==> src/design/brf_pkg.sv <==
// Package for the banked register file: mode codes, configuration addresses and
// the decode helper that maps a processor mode to its R13/R14 bank.
// Used by banked_register_file; depends on nothing else.
package brf_pkg;

    localparam int unsigned DATA_W   = 32;
    localparam int unsigned IDX_W    = 4;
    localparam int unsigned MODE_W   = 5;
    localparam int unsigned OFFS_W   = 4;
    localparam int unsigned PADDR_W  = 3;
    localparam int unsigned LOW_N    = 8;
    localparam int unsigned HIGH_N   = 5;
    localparam int unsigned SPLR_N   = 12;
    localparam int unsigned BANK_W   = 3;
    localparam int unsigned SPLR_W   = 4;

    localparam logic [MODE_W-1:0] MODE_USR = 5'h10;
    localparam logic [MODE_W-1:0] MODE_FIQ = 5'h11;
    localparam logic [MODE_W-1:0] MODE_IRQ = 5'h12;
    localparam logic [MODE_W-1:0] MODE_SVC = 5'h13;
    localparam logic [MODE_W-1:0] MODE_ABT = 5'h17;
    localparam logic [MODE_W-1:0] MODE_UND = 5'h1B;
    localparam logic [MODE_W-1:0] MODE_SYS = 5'h1F;

    localparam logic [IDX_W-1:0] REG_R8  = 4'd8;
    localparam logic [IDX_W-1:0] REG_R12 = 4'd12;
    localparam logic [IDX_W-1:0] REG_R13 = 4'd13;
    localparam logic [IDX_W-1:0] REG_R14 = 4'd14;
    localparam logic [IDX_W-1:0] REG_PC  = 4'd15;

    localparam logic KIND_READ  = 1'b0;
    localparam logic KIND_WRITE = 1'b1;

    localparam logic [PADDR_W-1:0] ADDR_PC_OFFSET = 3'd0;
    localparam logic [OFFS_W-1:0]  PC_OFFSET_RESET = 4'd8;

    typedef struct packed {
        logic              valid;
        logic [BANK_W-1:0] bank;
    } splr_bank_t;

    function automatic splr_bank_t splr_bank(input logic [MODE_W-1:0] mode);
        splr_bank_t b;
        b.valid = 1'b1;
        case (mode)
            MODE_USR, MODE_SYS: b.bank = 3'd0;
            MODE_FIQ:           b.bank = 3'd1;
            MODE_IRQ:           b.bank = 3'd2;
            MODE_SVC:           b.bank = 3'd3;
            MODE_ABT:           b.bank = 3'd4;
            MODE_UND:           b.bank = 3'd5;
            default:
            begin
                b.valid = 1'b0;
                b.bank  = 3'd0;
            end
        endcase
        return b;
    endfunction

endpackage

==> src/design/banked_register_file.sv <==
// Banked 32-bit ARM-style register file: FIQ-banked R8-R12, per-mode R13/R14.
// Depends on brf_pkg for mode codes, addresses and the bank decode.
//
// One access is taken per clock whenever start is high; busy is always low.
// Each item gives exactly one result, shown on read_data and mode_error with
// done high for one cycle, after passing the input register and then the bank
// select into the result register. The receiver cannot stall the result. A
// write updates the register file at the same edge that loads its result, so a
// following read sees it. The PC read offset is written through the APB port
// at address 0; the user must do so only while idle. The block does not check.
module banked_register_file
    import brf_pkg::*;
(
    input  logic                 clk,
    input  logic                 rst_n,
    input  logic                 start,
    output logic                 busy,
    input  logic                 kind,
    input  logic [IDX_W-1:0]     reg_index,
    input  logic [MODE_W-1:0]    cpu_mode,
    input  logic [DATA_W-1:0]    write_value,
    output logic                 done,
    output logic [DATA_W-1:0]    read_data,
    output logic                 mode_error,
    input  logic                 psel,
    input  logic                 penable,
    input  logic                 pwrite,
    input  logic [PADDR_W-1:0]   paddr,
    input  logic [31:0]          pwdata,
    output logic [31:0]          prdata,
    output logic                 pready
);

    logic               item_valid_reg;
    logic               kind_reg;
    logic [IDX_W-1:0]   index_reg;
    logic [MODE_W-1:0]  mode_reg;
    logic [DATA_W-1:0]  wval_reg;

    logic [DATA_W-1:0]  low_reg  [LOW_N];
    logic [DATA_W-1:0]  user_reg [HIGH_N];
    logic [DATA_W-1:0]  fiq_reg  [HIGH_N];
    logic [DATA_W-1:0]  splr_reg [SPLR_N];
    logic [DATA_W-1:0]  pc_reg;
    logic [OFFS_W-1:0]  pc_offset_reg;

    logic               done_reg;
    logic [DATA_W-1:0]  read_data_reg;
    logic               mode_error_reg;
    logic [DATA_W-1:0]  read_data_next;
    logic               mode_error_next;

    logic               is_low;
    logic               is_high;
    logic               is_pc;
    logic               is_splr;
    logic               is_fiq;
    logic [2:0]         high_sel;
    logic [SPLR_W-1:0]  splr_sel;
    splr_bank_t         bank;
    logic [DATA_W-1:0]  slot_value;
    logic               do_write;
    logic               cfg_write;

    assign busy   = 1'b0;
    assign pready = 1'b1;
    assign prdata = (paddr == ADDR_PC_OFFSET) ? {{(32-OFFS_W){1'b0}}, pc_offset_reg} : 32'd0;
    assign cfg_write = psel && penable && pwrite && pready && (paddr == ADDR_PC_OFFSET);

    always_ff @(posedge clk or negedge rst_n)
    begin
        if (!rst_n)
        begin
            item_valid_reg <= 1'b0;
        end
        else
        begin
            item_valid_reg <= start && !busy;
        end
    end

    always_ff @(posedge clk)
    begin
        if (start && !busy)
        begin
            kind_reg  <= kind;
            index_reg <= reg_index;
            mode_reg  <= cpu_mode;
            wval_reg  <= write_value;
        end
    end

    always_ff @(posedge clk or negedge rst_n)
    begin
        if (!rst_n)
        begin
            pc_offset_reg <= PC_OFFSET_RESET;
        end
        else if (cfg_write)
        begin
            pc_offset_reg <= pwdata[OFFS_W-1:0];
        end
    end

    always_comb
    begin
        is_low   = !index_reg[3];
        is_high  = (index_reg >= REG_R8) && (index_reg <= REG_R12);
        is_pc    = (index_reg == REG_PC);
        is_splr  = !is_low && !is_high && !is_pc;
        is_fiq   = (mode_reg == MODE_FIQ);
        high_sel = 3'(index_reg - REG_R8);
        bank     = splr_bank(mode_reg);
        splr_sel = {bank.bank, ~index_reg[0]};

        slot_value = pc_reg;
        if (is_low)
        begin
            slot_value = low_reg[index_reg[2:0]];
        end
        else if (is_high)
        begin
            slot_value = is_fiq ? fiq_reg[high_sel] : user_reg[high_sel];
        end
        else if (is_splr)
        begin
            slot_value = splr_reg[splr_sel];
        end

        mode_error_next = is_splr && !bank.valid;
        do_write        = item_valid_reg && (kind_reg == KIND_WRITE) && !mode_error_next;

        read_data_next = '0;
        if (kind_reg == KIND_READ && !mode_error_next)
        begin
            read_data_next = is_pc ? slot_value + {{(DATA_W-OFFS_W){1'b0}}, pc_offset_reg}
                                   : slot_value;
        end
    end

    always_ff @(posedge clk or negedge rst_n)
    begin
        if (!rst_n)
        begin
            for (int i = 0; i < LOW_N; i++)
            begin
                low_reg[i] <= '0;
            end
            for (int i = 0; i < HIGH_N; i++)
            begin
                user_reg[i] <= '0;
                fiq_reg[i]  <= '0;
            end
            for (int i = 0; i < SPLR_N; i++)
            begin
                splr_reg[i] <= '0;
            end
            pc_reg <= '0;
        end
        else if (do_write)
        begin
            if (is_low)
            begin
                low_reg[index_reg[2:0]] <= wval_reg;
            end
            else if (is_high && is_fiq)
            begin
                fiq_reg[high_sel] <= wval_reg;
            end
            else if (is_high)
            begin
                user_reg[high_sel] <= wval_reg;
            end
            else if (is_pc)
            begin
                pc_reg <= wval_reg;
            end
            else
            begin
                splr_reg[splr_sel] <= wval_reg;
            end
        end
    end

    always_ff @(posedge clk or negedge rst_n)
    begin
        if (!rst_n)
        begin
            done_reg <= 1'b0;
        end
        else
        begin
            done_reg <= item_valid_reg;
        end
    end

    always_ff @(posedge clk)
    begin
        if (item_valid_reg)
        begin
            read_data_reg  <= read_data_next;
            mode_error_reg <= mode_error_next;
        end
    end

    assign done       = done_reg;
    assign read_data  = read_data_reg;
    assign mode_error = mode_error_reg;

    a_result_follows_item: assert property (@(posedge clk) disable iff (!rst_n)
        (start && !busy) |-> ##2 done)
        else $error("An accepted item did not produce a result two cycles later.");

    a_error_reads_zero: assert property (@(posedge clk) disable iff (!rst_n)
        (done && mode_error) |-> (read_data == '0))
        else $error("A banking error returned nonzero read data.");

    a_error_only_for_sp_lr: assert property (@(posedge clk) disable iff (!rst_n)
        (done && mode_error) |-> ($past(index_reg) == REG_R13 || $past(index_reg) == REG_R14))
        else $error("A banking error was flagged for a register outside R13 and R14.");

endmodule
==> config.mk <==
export PLATFORM = sky130hd
export DESIGN_NAME = banked_register_file
export DESIGN_NICKNAME = d
export VERILOG_FILES = /design/src/design/brf_pkg.sv /design/src/design/banked_register_file.sv
export SDC_FILE = /design/constraint.sdc
export NUM_CORES = 2
export LEC_CHECK = 0
export BUFFER_PORTS_ARGS = -buffer_cell sky130_fd_sc_hd__buf_4
export CORE_MARGIN = 1.5
export CORE_UTILIZATION = 30
export CTS_BUF_LIST = sky130_fd_sc_hd__clkbuf_8
export CTS_CLUSTER_DIAMETER = 80
export DETAILED_ROUTE_END_ITERATION = 8
export HOLD_SLACK_MARGIN = 0.05
export SLEW_MARGIN = 20
export SYNTH_ARGS = -nofsm -noshare
export SYNTH_HDL_FRONTEND = slang
export SYNTH_SLANG_ARGS = --single-unit
==> constraint.sdc <==
create_clock -name clk -period 13.86 [get_ports clk]
set_clock_uncertainty 0.2 [all_clocks]
set_input_delay 2.772 -clock clk [delete_from_list [all_inputs] [get_ports clk]]
set_output_delay 2.772 -clock clk [all_outputs]
set_load 0.01 [all_outputs]
# Word level (Yosys, flattened, before mapping)
# Cells that the tools add are included.
[totals]
n_memories = 0
rom_bits = 0
ram_bits = 0
reg_bits = 1073
latchBits = 0
wordCells = 122
[op_classes]
addsub = 2
n_mul = 0
div = 0
muxes = 30
reduce_logical = 25
n_bitwise = 9
shifts = 0
eq_ne = 8
magnitude_cmp = 8
[op_table]
columns = ["cell", "n"]
rows = [
  ["2-to-1 mux 32 bit", 16],
  ["bitwise mux 384 bit", 1],
  ["bitwise mux 160 bit", 2],
  ["binary-select mux 32 bit (select 3 bit)", 3],
  ["bitwise mux 256 bit", 1],
  ["demux 32 bit (select 3 bit)", 2],
  ["binary-select mux 32 bit (select 4 bit)", 1],
  ["demux 32 bit (select 4 bit)", 1],
  ["equality test 5 bit, second input constant", 7],
  ["adder 32 x 4 -> 32 bit", 1],
  ["case mux 3 bit (5 select lines)", 1],
  ["logical AND 1 bit", 14],
  [">= comparator 4 bit, second input constant", 3],
  ["AND reduction 5 bit", 2],
  ["< comparator 4 x 1 -> 1 bit, second input constant", 2],
  ["NOT 3 -> 4 bit", 2],
  ["OR reduction 7 bit", 1],
  ["NOT 1 bit", 6],
  [">= comparator 5 bit, second input constant", 1],
  ["< comparator 5 x 1 -> 1 bit, second input constant", 1],
  ["NOT 4 -> 5 bit", 1],
  ["equality test 4 bit, second input constant", 1],
  ["less-or-equal comparator 4 bit, second input constant", 1],
  ["logical NOT 1 bit", 4],
  ["other kinds (7)", 7],
]

# Longest topological paths before layout
[depth]
depth_word = 11
ltp_mapped = 25

# Least setup slack after synthesis
# OpenSTA, ideal clock, no wires.
[synth_path]
path_type = "input-to-output"
from = "in paddr[1]"
to = "out prdata[0]"
path_slack_ps = 7635
n_path_buf = 0
cell_stages = 2
arrival_ps = 3253
cell_sequence = "nor3_1 -> and2_1"
[synth_via]
elab_chain_len = 2
[synth_rtl]
columns = ["item", "line", "text"]
rows = [
  ["from (decl)", "banked_register_file.sv:28", "input logic [PADDR_W-1:0] paddr,"],
  ["logical NOT 3 bit", "banked_register_file.sv:67", "assign prdata = (paddr == ADDR_PC_OFFSET) ? {{(32-OFFS_W){1'b0}}, pc_offset_reg} : 32'd0;"],
  ["2-to-1 mux 4 bit", "banked_register_file.sv:67", ""],
  ["to (decl)", "banked_register_file.sv:30", "output logic [31:0] prdata,"],
]
# No other way between the ends.

# Worst setup path in the final report
[layout_path]
from = "reg index_reg[1]"
to = "reg read_data_reg[26], in the netlist read_data[26], data pin"
[layout_via]
elab_chain_len = 10
elab_cells_between_ends = 29
[layout_rtl]
columns = ["item", "line", "text"]
rows = [
  ["from (decl)", "banked_register_file.sv:36", "logic [IDX_W-1:0] index_reg;"],
  ["from (signal assigned)", "banked_register_file.sv:87", "index_reg <= reg_index;"],
  ["subtractor 3 x 1 -> 3 bit (tied with other cells)", "banked_register_file.sv:112", "high_sel = 3'(index_reg - REG_R8);"],
  ["NOT 3 -> 4 bit (not written as such) / logical AND 1 bit (equally long branches)", "banked_register_file.sv:123, banked_register_file.sv:108", ""],
  ["binary-select mux 32 bit (select 3 bit) / logical NOT 1 bit (equally long branches)", "banked_register_file.sv:123, banked_register_file.sv:110", ""],
  ["2-to-1 mux 32 bit (not written as such) / logical AND 1 bit (equally long branches) (2 in series)", "banked_register_file.sv:123, banked_register_file.sv:110", ""],
  ["2-to-1 mux 32 bit (on tied branches)", "banked_register_file.sv:123, banked_register_file.sv:125", ""],
  ["2-to-1 mux 32 bit", "banked_register_file.sv:121", "else if (is_high)"],
  ["2-to-1 mux 32 bit", "banked_register_file.sv:117", "if (is_low)"],
  ["adder 32 x 4 -> 32 bit", "banked_register_file.sv:136", "read_data_next = is_pc ? slot_value + {{(DATA_W-OFFS_W){1'b0}}, pc_offset_reg}"],
  ["2-to-1 mux 32 bit", "banked_register_file.sv:136", ""],
  ["to (signal assigned)", "banked_register_file.sv:201", "read_data_reg <= read_data_next;"],
  ["to (decl)", "banked_register_file.sv:48", "logic [DATA_W-1:0] read_data_reg;"],
]
# Several ways; a longest one is shown, not always the timed one. The select of a mux whose other input is x is not followed.
# A chain may end at the register's enable or synchronous reset.

==> load_flow_metrics.sql <==
INSERT INTO impl_metrics (metric_group, metric, value, unit) VALUES
('worst_setup_path', 'cp_slowest_stage_delay', '0.81', 'ns'),
('routing', 'route.detailed.wl_per_inst', '25.5', 'um'),
('sta', 'finalHoldViolations', '0', ''),
('synthesis', 'synth_top_area_cell', 'dfrtp_1', ''),
('synthesis', 'syn-instance-count', '3642', ''),
('power_and_ir_drop', 'power.ir.vdd_worst', '0.0000755', 'V'),
('sta', 'fmax', '0.132', 'GHz'),
('clock_tree', 'root_buffer', 'clkbuf_8', ''),
('floorplan', 'initial_utilization', '30.2', '%'),
('sta', 'fin_crit_share', '54.7', '%'),
('run_status', 'outcome', 'complete, but fails checks', ''),
('clock_tree', 'cts_hold_buf', '0', ''),
('worst_setup_path', 'crit_path_start', 'index_reg[1]$_DFFE_PP_', ''),
('sta', 'final_period_minus_worst_setup_slack', '7.58', 'ns'),
('routing', 'drtIter0Drc', '2841', ''),
('synthesis', 'yosysWarnings', '0', ''),
('routing', 'drtPass1Iterations', '7', ''),
('synthesis', 'synth_seq_cells', '1073', ''),
('clock_tree', 'postCtsResizedCells', '0', ''),
('grt', 'grt_overflow_total', '0', ''),
('finish', 'nFillCells', '16200', ''),
('clock_tree', 'clock_latency', '0.90', 'ns'),
('floorplan', 'io-pin-count', '151', ''),
('worst_setup_path', 'cp_top_family', 'simple AND/OR/NAND/NOR gates', ''),
('place', 'detailedPlacementHpwl', '94.6', 'mm'),
('routing', 'drc', '4', ''),
('synthesis', 'yosys_most_used_dff', 'dfrtp_1', ''),
('min_path', 'worstHoldPathType', 'flop to flop', ''),
('power_and_ir_drop', 'sequential_fraction_of_design_power', '47.8', '%'),
('synthesis', 'netlist_top_cells_area', 'dfrtp_1, mux2_2, edfxtp_1, mux4_2, mux2i_1', ''),
('synthesis', 'netlist.area_leader.share', '49.9', '%'),
('place', 'port_buffers', '92', ''),
('grt', 'antenna_found_initial', '9', ''),
('grt', 'grt_max_degree', '162', ''),
('min_path', 'hold_start', 'splr_reg[31]$_DFFE_PN0P_', ''),
('sta', 'timing.final.ws_setup', '6.28', 'ns'),
('sta', 'setup_repair_after_global_routing_missed_its_margin', 'no', ''),
('clock_tree', 'clkSinkCount', '1073', ''),
('run_status', 'violations', 'DRC', ''),
('clock_tree', 'clk_path_buf_depth', '3', ''),
('synthesis', 'yosys.cell_count.top_type', 'mux2_2', ''),
('power_and_ir_drop', 'pwr_density_cell', '142', 'nW/um^2'),
('clock_tree', 'tritoncts_buffers', '182', ''),
('routing', 'routed.top_layer', 'met5', ''),
('finish', 'areaGrowthSynthToFinish', '14.1', '%'),
('grt', 'via_count_of_the_first_global_routing_pass', '32700', ''),
('power_and_ir_drop', 'power_leakage', '25.7', 'nW'),
('place', 'preCtsSetupSlack', '6.40', 'ns'),
('floorplan', 'die_h', '411', 'um'),
('synthesis', 'syn-mean-instance-area', '13.7', 'sq um'),
('floorplan', 'die_width', '411', 'um'),
('worst_setup_path', 'path_cells', 'buf_4, buf_4, buf_4, xor2_1, nand2_1, buf_4, a21oi_1, o21ai_0, o211ai_1, a21oi_1, ha_1, fa_1, a21o_1, a21oi_1, or4_1, nor4_1, nand4_1, nor2_1, a311o_1, o21ai_0', ''),
('routing', 'met2RoutedLength', '71.5', 'mm'),
('grt', 'grt_pass1_wl', '230', 'mm'),
('finish', 'finalNetCount', '3806', ''),
('worst_setup_path', 'crit_fanout', '42', ''),
('synthesis', 'synth-async-reset-ratio', '93.0', '%'),
('finish', 'drive_gt1_share', '44.8', '%'),
('worst_setup_path', 'setup.worst_path.class', 'flop to flop', ''),
('power_and_ir_drop', 'combPwrFrac', '15.8', '%'),
('sta', 'number_of_max_slew_violations_in_the_final_report', '0', ''),
('floorplan', 'rows', '149', ''),
('place', 'globalplace.congestion', '0.827', ''),
('power_and_ir_drop', 'switching_power', '2.26', 'mW'),
('sta', 'worst_slew_margin_rel', '27.8', '%'),
('flow_run', 'maxCapViolations', '0', ''),
('clock_tree', 'ctsHtreeMaxLevel', '4', ''),
('worst_setup_path', 'r2r_start', 'index_reg[1]$_DFFE_PP_', ''),
('routing', 'ant_nets', '0', ''),
('worst_setup_path', 'critical_path.startpoint_type', 'flop', ''),
('clock_tree', 'tritoncts', 'yes', '');
power by group through the flow:
stage / logic [mW] / clock network, mW / registers [mW]
after global routing: 1.37 / 3.15 / 3.91
after CTS: 1.24 / 3.01 / 3.88
after floorplan: 0.876 / 0 / 3.82
after global placement: 1.21 / 0 / 3.91
after detailed placement: 1.24 / 0 / 3.93
final: 1.28 / 2.94 / 3.86
routing by layer:
layer  GRT usage (%)  vias up
met3            3.67      260
met5               0        -
met4            6.00        2
li1                -    13600
met1            25.4    17300
met2            28.3     1119
through the flow:
step,hold WS (ns),cell area [sq um],total power [mW],cells,util [%]
finish,0.298,57000,8.08,6061,34.5
global route,0.312,57000,8.44,6060,34.5
CTS,0.301,56700,8.13,6043,34.3
detailed placement,0.287,52900,5.17,5708,32.0
global placement,0.280,52800,5.12,5703,32.0
floorplan,0.271,50100,4.70,3670,-
kinds of logic after synthesis:
family	Yosys count	share of synthesized area, %
multiplexers	1237	29.7
flip-flops	1073	54.5
AO/OA/AOI/OAI	471	6.83
AND/OR/NAND/NOR	461	4.77
buffers and inverters	377	3.73
XOR/XNOR	16	0.281
adder cells (fa/ha/maj)	5	0.140
other	2	0.0150
final cells by class:
class                      instances  area (sq um)  share of cell area (%)
tap                             2189          2740                    4.80
timing repair buffer             234          2010                    3.52
clock buffer                     239          3290                    5.77
multi-input combinational       2220         21200                    37.2
clock inverter                    96           526                   0.922
sequential                      1073         27200                    47.8
antenna                            3          7.51                  0.0132
inverter                           7          26.3                  0.0461
worst paths after layout:
kind / end / slack (ns) / cells past startpoint
setup / recovery: read_data[26]$_SDFFCE_PN0P_ / 6.28 / 20
hold / removal: splr_reg[31]$_DFFE_PN0P_ / 0.30 / 1
setup reg to reg: read_data[26]$_SDFFCE_PN0P_ / 6.28 / 20
hold reg to reg: splr_reg[31]$_DFFE_PN0P_ / 0.30 / 1
max in group asynchronous: low_reg[148]$_DFFE_PN0P_ / 9.35 / 3
min in group asynchronous: user_reg[157]$_DFFE_PN0P_ / 1.78 / 1
cell usage in the layout, fill, tap and decap left out, types with 6 or more instances in the layout:
cell type / netlist / layout
edfxtp_1: 75 / 75
a22oi_1: 60 / 60
xnor2_1: 11 / 11
mux2_2: 1052 / 1052
nor2_4: 2 / 20
dfrtp_1: 997 / 996
nor4_1: 15 / 14
a31oi_1: 19 / 19
nor3_1: 33 / 23
buf_8: 1 / 17
o21ai_0: 75 / 75
conb_1: 2 / 30
a221oi_1: 28 / 28
inv_1: 3 / 57
o21a_1: 7 / 7
o221ai_1: 24 / 24
buf_4: 59 / 209
nand4_1: 10 / 10
clkbuf_8: 0 / 239
a211oi_1: 26 / 25
a21o_1: 10 / 10
nand2_1: 122 / 120
mux2i_1: 93 / 93
clkinv_2: 0 / 22
nor2_1: 99 / 80
a221o_1: 14 / 14
clkinvlp_4: 0 / 8
mux4_2: 92 / 92
and2_1: 16 / 16
o22ai_1: 19 / 19
nand3_1: 67 / 66
nor3_2: 2 / 12
o2bb2ai_1: 12 / 12
a2bb2oi_1: 6 / 6
inv_8: 0 / 7
nand2b_1: 23 / 23
and3_1: 18 / 18
o211ai_1: 19 / 19
a21oi_1: 79 / 79
No activity file was read; power rests on OpenSTA's default activity.
